**src/rcba_ram.sv**
```systemverilog
// generic simple dual port ram with registered read
module rcba_ram #(
    parameter int WIDTH = 32,
    parameter int DEPTH = 64
) (
    input  logic                                      i_clk,
    input  logic                                      i_we,
    input  logic [((DEPTH > 1) ? $clog2(DEPTH) : 1)-1:0] i_waddr,
    input  logic [WIDTH-1:0]                          i_wdata,
    input  logic [((DEPTH > 1) ? $clog2(DEPTH) : 1)-1:0] i_raddr,
    output logic [WIDTH-1:0]                          o_rdata
);

    logic [WIDTH-1:0] r_mem [DEPTH];
    logic [WIDTH-1:0] r_rdata;

    always_ff @(posedge i_clk) begin
        if (i_we) begin
            r_mem[i_waddr] <= i_wdata;
        end
        r_rdata <= r_mem[i_raddr];
    end

    assign o_rdata = r_rdata;

endmodule

```
**config.mk**
```make
export PLATFORM = sky130hd
export DESIGN_NAME = rcba_ram
export DESIGN_NICKNAME = d
export VERILOG_FILES = /design/src/rcba_ram.sv
export SDC_FILE = /design/constraint.sdc
export NUM_CORES = 2
export LEC_CHECK = 0
export BUFFER_PORTS_ARGS = -buffer_cell sky130_fd_sc_hd__buf_2
export CAP_MARGIN = 15
export CORE_MARGIN = 3
export CORE_UTILIZATION = 35
export DETAILED_ROUTE_END_ITERATION = 8
export PLACE_DENSITY = 0.53
export SYNTH_ARGS = -nofsm -noshare
export SYNTH_HDL_FRONTEND = slang
export SYNTH_SLANG_ARGS = --single-unit
```
**constraint.sdc**
```tcl
create_clock -name i_clk -period 5.1 [get_ports i_clk]
set_input_delay 0.51 -clock i_clk [delete_from_list [all_inputs] [get_ports i_clk]]
set_output_delay 0.51 -clock i_clk [all_outputs]
set_load 0.01 [all_outputs]
```
# Yosys cells after proc, flatten, opt, wreduce, memory -nomap -nowiden
# Memory sizes are Yosys's and may differ from the RTL's. A register that Yosys moved wholly into a read port is not among the register bits.
# Cells that the tools add are included.
dict set report word_totals {
  reg_bits 0
  ramBits 2048
  out_inout_bits 32
  wordCells 3
  n_memories 1
}
# name words width rd rd_clocked_by_memory_dff write_ports line
set mem_list {}
lappend mem_list {r_mem 64 32 1 1 1 14} ;# logic [WIDTH-1:0] r_mem [DEPTH];
dict set report op_classes {
  n_mux 2
}
# operator count
set op_table {}
lappend op_table {{1-bit 2-to-1 mux} 2}

# Logic depth before layout (Yosys ltp)
dict set report logic_depth {
  word_depth 2
  depth_mapped 10
  ltp_nobuf 5
}

# Worst setup path after synthesis
# Ideal clock, no wire load.
dict set report synth_path {
  kind {input-to-reg}
  startpoint {input port i_waddr[3] (netlist name)}
  endpoint {memory r_mem[48][0], enable pin}
  setup_time_ns 0.461
  arrival_ns 3.209
  path_slack_ns 1.430
  path_stages 4
  n_path_buf 1
  path_cell_list {clkbuf_1 -> nor2b_1 -> nand4b_1 -> nor3_1}
}
# element line
set synth_rtl {}
lappend synth_rtl {{from (decl)} 8} ;# input logic [((DEPTH > 1) ? $clog2(DEPTH) : 1)-1:0] i_waddr,
lappend synth_rtl {{to (decl)} 14}
# No word-level cell before the write port.

==> tab_implementation.tex <==
\begin{tabular}{lr}
\hline
Metric & Value \\
\hline
\multicolumn{2}{l}{\textbf{Run status}} \\
\quad Outcome & complete, no violations \\
\multicolumn{2}{l}{\textbf{Die}} \\
\quad Die width & $\sim$480 um \\
\quad Die outline area & about 230,000 um\^{}2 \\
\quad IO Pins & between 70 and 80 \\
\quad Starting utilization of the core area & between 30\% and 40\% \\
\quad Die extent in y & 480 um \\
\quad Core footprint & 223,000 um\^{}2 \\
\quad Row count & $\sim$170 \\
\multicolumn{2}{l}{\textbf{Place}} \\
\quad Half-perimeter wire length after placement & around 130 mm \\
\quad Number of port buffers & 77 \\
\quad Final RePlAce weighted congestion & 0.794 \\
\quad Placed instance count & 6,399 \\
\multicolumn{2}{l}{\textbf{Clock network}} \\
\quad H-Tree Depth & 4 \\
\quad \# hold bufs at CTS & 0 \\
\quad Clock tree from TritonCTS & done \\
\quad Root buffer cell & clkbuf\_16 \\
\quad Total clock buffers created by CTS & 210 \\
\quad Setup fix buffers added after clock tree synthesis & 0 \\
\quad Count of cells resized by post-cts repair & 0 \\
\quad Max clock buf depth & 3 \\
\quad Sinks on Clock Net & 2,080 \\
\quad Clock latency on the worst-skew pair & roughly 840 ps \\
\quad Clk pin slew, worst setup/hold paths & 60 ps \\
\multicolumn{2}{l}{\textbf{STA}} \\
\quad Final worst clock skew & around 26 ps \\
\quad Final setup TNS & 0 ps \\
\quad Setup-violating endpoint count in the final report & 0 \\
\quad Final-report hold violation count & 0 \\
\quad Worst-case headroom to the max-slew limit & between 20\% and 30\% \\
\quad Post-route clock period utilization & about 60\% \\
\quad Min Clock Period, post-route & approximately 3100 ps \\
\quad Worst Max-Slew Pin Slew & roughly 1200 ps \\
\quad Peak Freq & between 300 and 400 MHz \\
\quad Unrepaired setup endpoints after global routing & no \\
\quad Final-report max-slew violation count & 0 \\
\multicolumn{2}{l}{\textbf{Synth}} \\
\quad Cell variety after synth & 34 \\
\quad Synthesis warning total & 0 \\
\quad Number of cells produced by synthesis & around 3,300 \\
\quad \#FFs+latches synth & approximately 2,100 \\
\quad Netlist Area Pre-Place & 78,500 um\^{}2 \\
\quad Mapped Avg Cell Area & 23.6 um\^{}2 \\
\quad Proportion of synthesized chip area in sequential cells & 79.1\% \\
\quad Synthesized netlist net count & 3,370 \\
\multicolumn{2}{l}{\textbf{Drt}} \\
\quad DRC violations left & 0 \\
\quad Final routed wirelength across all metal layers & about 220 mm \\
\quad DRC marker count from the first detailed-route iteration & approximately 4,500 \\
\quad DR pass1 iterations & 5 \\
\quad Total number of vias & roughly 37,000 \\
\quad Detail-routed via count per cell & 5.41 \\
\quad Post-route ant nets & 0 \\
\quad Routed len/inst & $\sim$32 um \\
\multicolumn{2}{l}{\textbf{Finish}} \\
\quad Non-filler cells in the finished layout & slightly below 7,000 \\
\quad Layout cells sized above 1 & between 30\% and 40\% \\
\quad Layout area overhead & 15.5\% \\
\quad Util after Layout & roughly 41\% \\
\quad NumNets Final & $\sim$3,700 \\
\quad Most common library cell in the layout ignoring fill and taps & edfxtp\_1 \\
\quad Fill cells & 19,400 \\
\quad Leading cell types in the layout, fill and taps excluded & 2,048 x edfxtp\_1, 544 x mux4\_2, 210 x clkbuf\_16 \\
\multicolumn{2}{l}{\textbf{GRT}} \\
\quad Vias in the first global route & between 30,000 and 40,000 \\
\quad Initial antenna violation count & 19 \\
\quad Maximum number of pins on one net before global-route repair & 72 \\
\quad Final global-route overflow total & 0 \\
\quad Total routing resource utilization after global routing & roughly a fifth \\
\quad Wire length of the first global-routing pass & a little over 300 mm \\
\multicolumn{2}{l}{\textbf{Critical path}} \\
\quad Data arrival, critical path & 3730 ps \\
\quad Endpoint class of the critical path & flip-flop \\
\quad Highest fanout seen on the critical path & 35 \\
\quad Required time at the endpoint of the critical path & around 5700 ps \\
\quad Type of the worst setup path & in -> reg \\
\quad Kind of start point of the critical path & primary input \\
\multicolumn{2}{l}{\textbf{Power}} \\
\quad Maximum ir drop on the vdd rail & approximately 0.28 mV \\
\quad Power consumption & 36,000 uW \\
\quad Standby leakage power & $\sim$0.028 uW \\
\quad Total power divided by cell area & between 300 and 400 nW/um\^{}2 \\
\multicolumn{2}{l}{\textbf{Job}} \\
\quad Number of maximum-capacitance violations & 0 \\
\multicolumn{2}{l}{\textbf{Hold path}} \\
\quad Min-Delay Path Class & in -> reg \\
\hline
\end{tabular}
## power by group
group / switching [uW] / internal, uW / leakage, uW
sequential: 103 / 18900 / 0.0187
combinational: 1220 / 664 / 0.00610
clock: 6500 / 8530 / 0.00327
total: 7830 / 28100 / 0.0281
## critical path, cell delays in order
cell and delay [ps]:
buf_8 370, buf_12 330, buf_4 400, mux4_2 560
o22ai_1 270, nor2_1 160, a21oi_1 760, nor2_1 330
## synthesized netlist by cell type
cell type / instances / area share [%]
a21oi_1: 62 / 0.40
a22oi_1: 12 / 0.11
a311oi_1: 8 / 0.089
a31oi_1: 1 / 0.0080
a41o_1: 4 / 0.051
and2_1: 2 / 0.016
and3_1: 4 / 0.032
buf_1: 21 / 0.10
buf_2: 57 / 0.36
buf_4: 25 / 0.24
buf_6: 5 / 0.072
clkbuf_1: 74 / 0.35
dfxtp_1: 32 / 0.82
edfxtp_1: 2048 / 78
mux2i_1: 93 / 1.2
mux4_2: 544 / 16
nand2_1: 26 / 0.12
nand2b_1: 8 / 0.064
nand3_1: 5 / 0.032
nand3b_1: 5 / 0.048
nand4_1: 2 / 0.016
nand4b_1: 1 / 0.011
nor2_1: 137 / 0.65
nor2b_1: 15 / 0.12
nor3_1: 7 / 0.045
o221ai_1: 27 / 0.30
o22ai_1: 84 / 0.67
o32ai_1: 4 / 0.045
or2_0: 1 / 0.0080
or2_1: 1 / 0.0080
or2_2: 1 / 0.0080
or3_1: 3 / 0.024
or3b_1: 2 / 0.022
or3b_2: 3 / 0.033
## layer usage
metal	vias to the layer above	global-route usage, %	routed length, um
met1	20200	25.7	90200
li1	14900	-	-
met5	-	0	7
met2	1363	30.5	106000
met4	2	6.60	7890
met3	299	4.11	15500
## sequential cells by signal, indices dropped and copies added, names as in the netlist
name and flops:
r_mem 2048, o_rdata 32
## path summary, 6_finish.rpt
check | end | cells past startpoint | start | slack (ps)
max | o_rdata[25]$_DFF_P_ | 8 | i_raddr[0] | 1990
min | r_mem[38][15]$_DFFE_PP_ | 1 | i_wdata[15] | 50
max reg2reg | o_rdata[25]$_DFF_P_ | 5 | r_mem[51][25]$_DFFE_PP_ | 2520
min reg2reg | o_rdata[17]$_DFF_P_ | 4 | r_mem[29][17]$_DFFE_PP_ | 770
## stage by stage
step | worst slack (ps) | area, um^2 | hold WS [ps]
after floorplan | 1430 | 78500 | 609
after global placement | 1120 | 84000 | 740
after detailed placement | 1120 | 84000 | 770
after CTS | 2020 | 90700 | 16.2
after global routing | 1850 | 90700 | 26.5
final | 1990 | 90700 | 50.3
## final cells by class
type	instances	area (um^2)	share of cell area (%)
Clock inverter	102	1010	1.11
Clock buffer	285	5690	6.27
Multi-Input combinational cell	1062	16000	17.6
Tap cell	2975	3720	4.10
Antenna cell	5	12.5	0.0138
Timing Repair Buffer	285	2170	2.39
Sequential cell	2080	62100	68.5
## cell families after synthesis
| logic type | share of synthesized area (%) |
|---|---|
| DFF | 79.1 |
| muxes | 16.8 |
| and+or+nand+nor | 1.27 |
| AOI/OAI and AO/OA | 1.67 |
| buffers and inverters | 1.13 |
(Power assumes the default switching activity.)
