## config.mk

```make
export PLATFORM = sky130hd
export DESIGN_NAME = rcba_div
export DESIGN_NICKNAME = d
export VERILOG_FILES = /design/src/rcba_pkg.sv /design/src/rcba_div.sv
export SDC_FILE = /design/constraint.sdc
export NUM_CORES = 1
export LEC_CHECK = 0
export BUFFER_PORTS_ARGS = -buffer_cell sky130_fd_sc_hd__buf_2
export CAP_MARGIN = 20
export CORE_ASPECT_RATIO = 0.9
export CORE_MARGIN = 1
export CORE_UTILIZATION = 35
export DETAILED_ROUTE_END_ITERATION = 6
export PLACE_DENSITY = 0.66
export SKIP_CTS_REPAIR_TIMING = 1
export SLEW_MARGIN = 20
export SYNTH_ARGS = -nofsm -noshare
export SYNTH_HDL_FRONTEND = slang
export SYNTH_SLANG_ARGS = --single-unit
```

## constraint.sdc

```tcl
create_clock -name i_clk -period 4.5 [get_ports i_clk]
set_clock_uncertainty 0.1 [all_clocks]
set_input_delay 0.9 -clock i_clk [delete_from_list [all_inputs] [get_ports i_clk]]
set_output_delay 0.9 -clock i_clk [all_outputs]
set_load 0.02 [all_outputs]
```

## src/rcba_pkg.sv

```systemverilog
// shared types and constants of the radiometer cell bin averager
package rcba_pkg;

    localparam int NFIELDS = 5;
    localparam int FLD_W   = 3;
    localparam int FIELD_W = 16;
    localparam int SUM_W   = 32;
    localparam int QCNT_W  = 5;

    localparam logic [FIELD_W-1:0] HOT_RESET = 16'd28500;

    localparam logic [1:0] CMD_LOAD   = 2'd0;
    localparam logic [1:0] CMD_READ   = 2'd1;
    localparam logic [1:0] CMD_CLEAR  = 2'd2;
    localparam logic [1:0] CMD_UNUSED = 2'd3;

    localparam logic [1:0] ST_OK   = 2'd0;
    localparam logic [1:0] ST_HOT  = 2'd1;
    localparam logic [1:0] ST_POL  = 2'd2;
    localparam logic [1:0] ST_FULL = 2'd3;

    localparam logic KIND_VERDICT = 1'b0;
    localparam logic KIND_READ    = 1'b1;

    typedef struct packed {
        logic             start;
        logic [SUM_W-1:0] dividend;
    } t_div_req;

endpackage

```

## src/rcba_div.sv

```systemverilog
// restoring divider, one quotient bit per cycle
module rcba_div #(
    parameter int DIV_W = 16
) (
    input  logic                      i_clk,
    input  logic                      i_rst_n,
    input  rcba_pkg::t_div_req        i_req,
    input  logic [DIV_W-1:0]          i_divisor,
    output logic                      o_done,
    output logic [rcba_pkg::SUM_W-1:0] o_quot
);

    logic                        r_busy;
    logic                        r_done;
    logic [rcba_pkg::QCNT_W-1:0] r_step;
    logic [DIV_W:0]              r_rem;
    logic [rcba_pkg::SUM_W-1:0]  r_quot;
    logic [DIV_W:0]              w_trial;
    logic                        w_fits;

    assign w_trial = {r_rem[DIV_W-1:0], r_quot[rcba_pkg::SUM_W-1]};
    assign w_fits  = (w_trial >= {1'b0, i_divisor});

    always_ff @(posedge i_clk) begin
        if (!i_rst_n) begin
            r_busy <= 1'b0;
            r_done <= 1'b0;
            r_step <= '0;
        end else begin
            r_done <= 1'b0;
            if (i_req.start && !r_busy) begin
                r_busy <= 1'b1;
                r_step <= '0;
                r_rem  <= '0;
                r_quot <= i_req.dividend;
            end else if (r_busy) begin
                r_rem  <= w_fits ? (w_trial - {1'b0, i_divisor}) : w_trial;
                r_quot <= {r_quot[rcba_pkg::SUM_W-2:0], w_fits};
                r_step <= r_step + 1'b1;
                if (&r_step) begin
                    r_busy <= 1'b0;
                    r_done <= 1'b1;
                end
            end
        end
    end

    assign o_done = r_done;
    assign o_quot = r_quot;

endmodule

```

==> Word level (Yosys, flattened, before mapping) <==
Cells that the tools add are included.
{ "word_totals": {"mem_bits_rw": 0, "word_cells": 25, "register_bits": 55, "latchBits": 0, "n_memories": 0, "inputBits": 51, "mem_bits_ro": 0} }
{ "op_classes": {"multipliers": 0, "n_addsub": 2, "shifts": 0, "mux": 8, "n_div": 0, "bitwise_logic": 2, "magnitude_cmp": 1, "n_reduce_logical": 7, "eq_ne": 0} }
{ "op_table": {"columns": ["operator", "count"], "rows": [
  ["$mux W32", 2],
  ["$mux W16", 2],
  ["$ge A17 B16 Y1", 1],
  ["$sub A16 B16 Y16", 1],
  ["$add A5 B1 Y5 const B", 1],
  ["$reduce_and A5 Y1", 1],
  ["$mux W1", 4],
  ["$reduce_or A3 Y1", 1],
  ["$not A1 Y1", 2],
  ["$reduce_and A2 Y1", 1],
  ["$reduce_bool A2 Y1", 1],
  ["$reduce_or A2 Y1", 1],
  ["$logic_and A1 B1 Y1", 1],
  ["$logic_not A1 Y1", 1]
]} }

==> Depth between registers and ports, before layout <==
Gate-level depths: netlist of run 1.
{ "logic_depth": {"word_depth": 4, "mapped_depth": 10} }

==> Worst setup path after synthesis of run 1 <==
OpenSTA, ideal clock, no wires.
{ "synth_timing": {"kind": "input to register", "from": "in i_divisor[1]", "to": "reg r_rem[15], data pin", "t_arrival_ps": 2545, "n_path_buf": 1, "setup_slack_ps": 1589, "stages": 10, "setup_ps": 266, "cell_sequence": "inv_1 > ha_1 > nor2b_4 > o31a_1 > o31a_1 > o31ai_2 > nand2_2 > buf_6 > mux2i_1 > nor2_1"} }
{ "synth_via": {"elab_chain_cells": 3, "word_cells_on_any_way": 4, "classes_between": "1 x add/sub; 1 x order compare; 2 x mux"} }
{ "synth_rtl": {"columns": ["element", "line_no", "text"], "rows": [
  ["start: declaration", "rcba_div.sv:8", "input logic [DIV_W-1:0] i_divisor,"],
  ["$sub A16 B16 Y16 or $ge A17 B16 Y1 (tied branches)", "rcba_div.sv:37, rcba_div.sv:22", null],
  ["$mux W16 *", "rcba_div.sv:37", "r_rem <= w_fits ? (w_trial - {1'b0, i_divisor}) : w_trial;"],
  ["$mux W16 *", "rcba_div.sv:36", "end else if (r_busy) begin"],
  ["end signal: assignment", "rcba_div.sv:37", null],
  ["end: declaration", "rcba_div.sv:16", "logic [DIV_W:0] r_rem;"]
]} }
Every way passes the cells marked *; elsewhere a longest branch is shown, timed or not. The select of a mux whose other input is x is not followed.
A chain may end at the register's enable or synchronous reset.

==> Final worst setup path of run 1 <==
{ "layout_timing": {"from": "in i_divisor[1]", "to": "reg r_rem[12], data pin"} }
The elaborated chain is that of the path after synthesis.

==> impl_metrics.ini, run 1 <==
[power_and_ir_drop]
p_seq_share_pct = 44.1
peakVddDrop_mv = 0.1552
p_int_w = 0.001028
p_sw_share_pct = 29.94
clock_power_share_pct = 26.5
combPwrFrac_pct = 29.4
power.density_nw_per_um2 = 373.0
p_leak_nw = 1.845
total_power_w = 0.001467
power.switching_w = 0.0004392

[cts]
cts_num_sinks = 55
cts_max_level = 2
clkTransAtPathRegs_ps = 100
cts_tree = yes
cts_root_buf = clkbuf_8
clockBufferDepth = 2
cts_made_buffers = 5
clk_latency_ps = 310

[logic_synthesis]
synth_seq_cells = 55
yosysWarnings = 0
synth_edf_count = 48
synth_largest_area_cell = edfxtp_1
netlist_instances = 344
synthesis.nets = 414
netlist_top_cells_area = edfxtp_1 (44%), nand2_1 (12%), ha_1 (6.9%), dfxtp_1 (4.3%), mux2i_1 (3.7%)
syn_avg_cell_area_sq_um = 9.431
ys.flop_type = edfxtp_1
yosysSeqAreaShare_pct = 48.75
ys_types = 44
async_flop_share_pct = 0
syn_area_sq_um = 3244
synth_top_area_share_pct = 44.43

[critical_path]
rr_startpoint = r_rem[0]
crit_chain = buf_2 -> inv_1 -> ha_1 -> nor2b_4 -> o31a_1 -> o31a_1 -> o31ai_2 -> nand2_2 -> nand2_1 -> o22ai_1
crit_type = input pin to register
crit_top_cell = o31a_1
crit_slowest_cell = nand2_2
ff2ff_path_depth = 8
cp_num_buf_inv = 2
critPathCaptureType = register
startpoint_type = input pin
worst-path-max-fanout = 20
r2r-end = r_rem[12]
ff2ff_setup_slack_ps = 1690
cp_top_family = compound AO/OA/AOI/OAI gates
slowest_delay_ps = 370
cp.required_ps = 4440
critPathArrivalTime_ps = 3060

[sta]
max-slew-margin-rel_pct = 56.34
timing.fmax_ghz = 0.3205
setup_violations = 0
setup-tns-final_ps = 0
worst_pin_slew_ps = 654.9
slew_viol_final = 0
post-route-period-util_pct = 69.33
rsz0062_at_grt = false
fin_crit_ps = 3120
hold_viol_final = 0

[drt]
antenna_left = 0
firstDrtPassIters = 4
drt-vias-per-instance = 4.782
drc = 0
wl_per_cell_um = 12.74
drt-total-wl_mm = 6.941
drtIter0Drc = 92
vias = 2606

[worst_hold_path]
hp-start = r_step[4]
holdPathStages = 2
hp-class = register to register
worstHoldEndpoint = r_step[4]

[final_layout]
drive_gt1_share_pct = 24.65
areaGrowthSynthToFinish_pct = 21.21
n_antenna_cell = 0
final_cell_mix = nand2_1 (107), buf_2 (83), edfxtp_1 (48)
num-fill-cells = 883
layout_commonest_cell = nand2_1
final_nets = 495

[floorplan]
dieHeight_um = 93.34
fp.dieArea_sq_um = 9659
dieWidth_um = 103.5
core_area_sq_um = 8768
ios = 84
rows = 32
start_util_pct = 37.00

[outcome]
status = completed

[global_routing]
grt-ovfl-total = 0
antenna_found_initial = 0
grt_max_degree = 45
grt_pass1_vias = 2517
grtUsageTotal_pct = 15.21
grt_pass1_wl_mm = 11.46

[placement]
globalplace.congestion = 0.7870
detailed_place_hpwl_mm = 5.058
portBuffers = 83

[run]
maxCapViolCount = 0
-- Yosys cell counts, types with 6 or more instances --
library cell  count
a21oi_1          10
clkbuf_1          7
dfxtp_1           7
edfxtp_1         48
ha_1             18
inv_1            18
mux2i_1          12
nand2_1         107
nor2_1           32
o21ai_0           7
xnor2_1           8
xor2_1            6
-- power by group through the flow --
stage	Combinational, W	Sequential, W	Clock, W
after floorplan	0.000309	0.000678	0
after global placement	0.000420	0.000657	0
after detailed placement	0.000429	0.000659	0
after CTS	0.000431	0.000648	0.000400
after global routing	0.000489	0.000654	0.000415
final	0.000431	0.000647	0.000388
-- routing by layer --
layer | track usage, % | wire length [um] | vias up
li1 | - | - | 1350
met1 | 20.68 | 3443 | 1193
met2 | 24.78 | 3172 | 58
met3 | 3.288 | 291 | 5
met4 | 3.169 | 32 | 0
met5 | 0 | 0 | -
-- how the worst max path moves through the flow --
stage | startpoint | endpoint | slack [ps] | cells after the start
6_report | i_divisor[1] | r_rem[12] | 1380 | 10
2_1_floorplan | i_divisor[1] | r_rem[15] | 1590 | 10
4_1_cts | i_divisor[1] | r_rem[3] | 1370 | 10
5_1_grt | i_divisor[12] | r_rem[11] | 1210 | 9
3_3_place_gp | i_divisor[1] | r_rem[14] | 1130 | 10
3_5_place_dp | i_divisor[1] | r_rem[14] | 1050 | 10
-- worst min-delay path, delay by kind of cell (launching register included) --
kind	cells	cell delay [ps]
flops	1	340
mux	1	70
simple gates	1	70
-- flip-flops by register name, indices dropped and copies added, names as in the netlist --
register / flops
o_done: 1
o_quot: 32
r_busy: 1
r_rem: 16
r_step: 5
-- kinds of logic (layout without fill, tap and decap cells) --
group	Yosys count	in the layout	share of synthesized area, %
XOR/XNOR	14	14	3.779
flip-flops	55	55	48.75
adder cells (fa/ha/maj)	19	19	7.559
multiplexers	12	12	3.702
AND/OR/NAND/NOR	164	164	21.06
AO/OA/AOI/OAI	50	50	11.22
buffers and inverters	30	112	3.934
-- area by class of cell --
class	instances	area, sq um	share of cell area [%]
inverter	18	67.56	1.718
sequential	55	1582	40.22
clock buffer	6	72.57	1.845
multi-input combinational	259	1544	39.26
timing repair buffer	86	457.9	11.64
tap	119	148.9	3.786
clock inverter	2	60.06	1.527
-- metrics by stage --
stage | cell area (sq um) | setup slack, ps | hold WS (ps) | cells | util [%]
detailed placement | 3772 | 1052 | 395.4 | 536 | 43.02
global placement | 3772 | 1131 | 383.3 | 536 | 43.02
floorplan | 3244 | 1589 | 367.3 | 344 | -
CTS | 3905 | 1369 | 420.9 | 544 | 44.53
finish | 3933 | 1380 | 411.7 | 545 | 44.85
global route | 3933 | 1208 | 456.7 | 545 | 44.85
Note: power is estimated with default switching activity, not from simulation.
==> inputs of run 2 (changes only) <==
==> constraint.sdc (replaced) <==
create_clock -name i_clk -period 3 [get_ports i_clk]
set_clock_uncertainty 0.1 [all_clocks]
set_input_delay 0.6 -clock i_clk [delete_from_list [all_inputs] [get_ports i_clk]]
set_output_delay 0.6 -clock i_clk [all_outputs]
set_load 0.02 [all_outputs]
==> run 2 against run 1 <==
Non-clock buffer count is 9 higher. Combinational power grew 57%. Count of clock-buffer cells in the layout down 1. Utilization is 0.39 points higher. Routed wire length grew 2.9%. Via count grew 2.8%. Global-route usage up 0.21 points. Critical endpoint unchanged.
==> impl_metrics.ini, run 2 (synthesized netlist as in run 1, its figures left out) <==
[critical_path]
critPathArrivalTime_ps = 2640
cp.required_ps = 2970
crit_type = register to register
worst-path-max-fanout = 3
slowest_delay_ps = 440
startpoint_type = register
crit_chain = inv_1 -> ha_1 -> fa_1 -> nor2b_1 -> o31a_1 -> a41oi_1 -> nor2_1 -> o221ai_1 -> xor2_1 -> o22ai_1
critPathCaptureType = register
rr_startpoint = o_quot[31]
crit_start = o_quot[31]
crit_slowest_cell = edfxtp_1

[drt]
drc = 0
met2_length_mm = 3.250
drt-vias-per-instance = 4.844
drtIter0Drc = 75
wl_per_cell_um = 12.92
top_layer = met4
vias = 2679
antenna_left = 0
drt-total-wl_mm = 7.145
drt-met1-wl_mm = 3.434
wl_met3_um = 403
firstDrtPassIters = 4

[cts]
cts_tree = yes
clkTransAtPathRegs_ps = 100
cts_num_sinks = 55
cts_made_buffers = 5
cts_max_level = 2
clk_latency_ps = 310
cts_root_buf = clkbuf_8
clockBufferDepth = 2

[final_layout]
drive_gt1_share_pct = 26.27
final_cell_mix = nand2_1 (107), buf_2 (83), edfxtp_1 (48)
n_antenna_cell = 0
fin_util_pct = 45.23
layout_commonest_cell = nand2_1
largest_reg_flops = 32
final_nets = 504
areaGrowthSynthToFinish_pct = 22.25
final_area_sq_um = 3966
finalNonFillerCells = 553

[outcome]
status = completed

[sta]
worst_pin_slew_ps = 571.1
timing.fmax_ghz = 0.3757
post-route-period-util_pct = 88.72
rsz0062_at_grt = false
setup-tns-final_ps = 0
fin_crit_ps = 2662
hold_viol_final = 0
max-slew-margin-rel_pct = 61.85
slew_viol_final = 0
setup_violations = 0
hold_slack_ps = 429.4

[global_routing]
grt_max_degree = 35
grt-ovfl-total = 0
grtUsageTotal_pct = 15.42
grt_pass1_wl_mm = 11.52
grt_pass1_vias = 2542
antenna_found_initial = 0

[floorplan]
ios = 84
start_util_pct = 37.00
rows = 32
dieHeight_um = 93.34
fp.dieArea_sq_um = 9659
dieWidth_um = 103.5
core_area_sq_um = 8768

[placement]
dp_cells = 546
globalplace.congestion = 0.7911
dpl_cell_area_sq_um = 3860
detailed_place_hpwl_mm = 5.232
portBuffers = 83

[power_and_ir_drop]
power.switching_w = 0.0006721
p_seq_share_pct = 45.2
p_int_w = 0.001473
clock_power_share_pct = 23.3
p_leak_nw = 1.869
combPwrFrac_pct = 31.5
power.density_nw_per_um2 = 540.8
peakVddDrop_mv = 0.2656
p_sw_share_pct = 31.33

[run]
maxCapViolCount = 0

[worst_hold_path]
hp-start = r_step[4]
hp-class = register to register
[run 2: final cells by class]
cell class | instances | area [sq um]
Clock inverter | 2 | 37.54
Tap cell | 119 | 148.9
Fill cell | 862 | 4802
Inverter | 18 | 67.56
Multi-Input combinational cell | 259 | 1544
Clock buffer | 5 | 68.82
Sequential cell | 55 | 1582
Timing Repair Buffer | 95 | 518.0
[run 2: routing by layer]
layer / vias up / global-route usage [%]
met4: 0 / 3.991
met1: 1228 / 21.15
li1: 1368 / -
met2: 76 / 24.56
met3: 7 / 3.288
met5: - / 0
[run 2: final timing paths]
path         depth (start not counted)  slack (ps)        end
max                                 10         340  r_rem[12]
min                                  2         430  r_step[4]
max reg2reg                         10         340  r_rem[12]
min reg2reg                          2         430  r_step[4]
[run 2: critical path, delay by kind of cell, from the launching register on]
family / cells / cell delay [ps]
xor+xnor: 1 / 170
simple gates: 2 / 190
fa+ha+maj: 2 / 480
compound gates: 4 / 960
buf+inv: 1 / 80
flops: 1 / 440
[run 2: power by group through the flow]
| stage | logic [W] | registers (W) | clock network (W) |
|---|---|---|---|
| 5_1_grt | 0.000760 | 0.000979 | 0.000538 |
| 2_1_floorplan | 0.000464 | 0.00102 | 0 |
| 3_5_place_dp | 0.000676 | 0.000987 | 0 |
| 6_report | 0.000676 | 0.000970 | 0.000499 |
| 3_3_place_gp | 0.000662 | 0.000986 | 0 |
| 4_1_cts | 0.000679 | 0.000971 | 0.000513 |
[run 2: metrics by stage]
step	power (W)	setup WS [ps]
3_3_place_gp	0.001648	152.5
6_report	0.002145	338.4
4_1_cts	0.002163	342.9
2_1_floorplan	0.001481	388.6
3_5_place_dp	0.001664	90.30
5_1_grt	0.002277	140.3
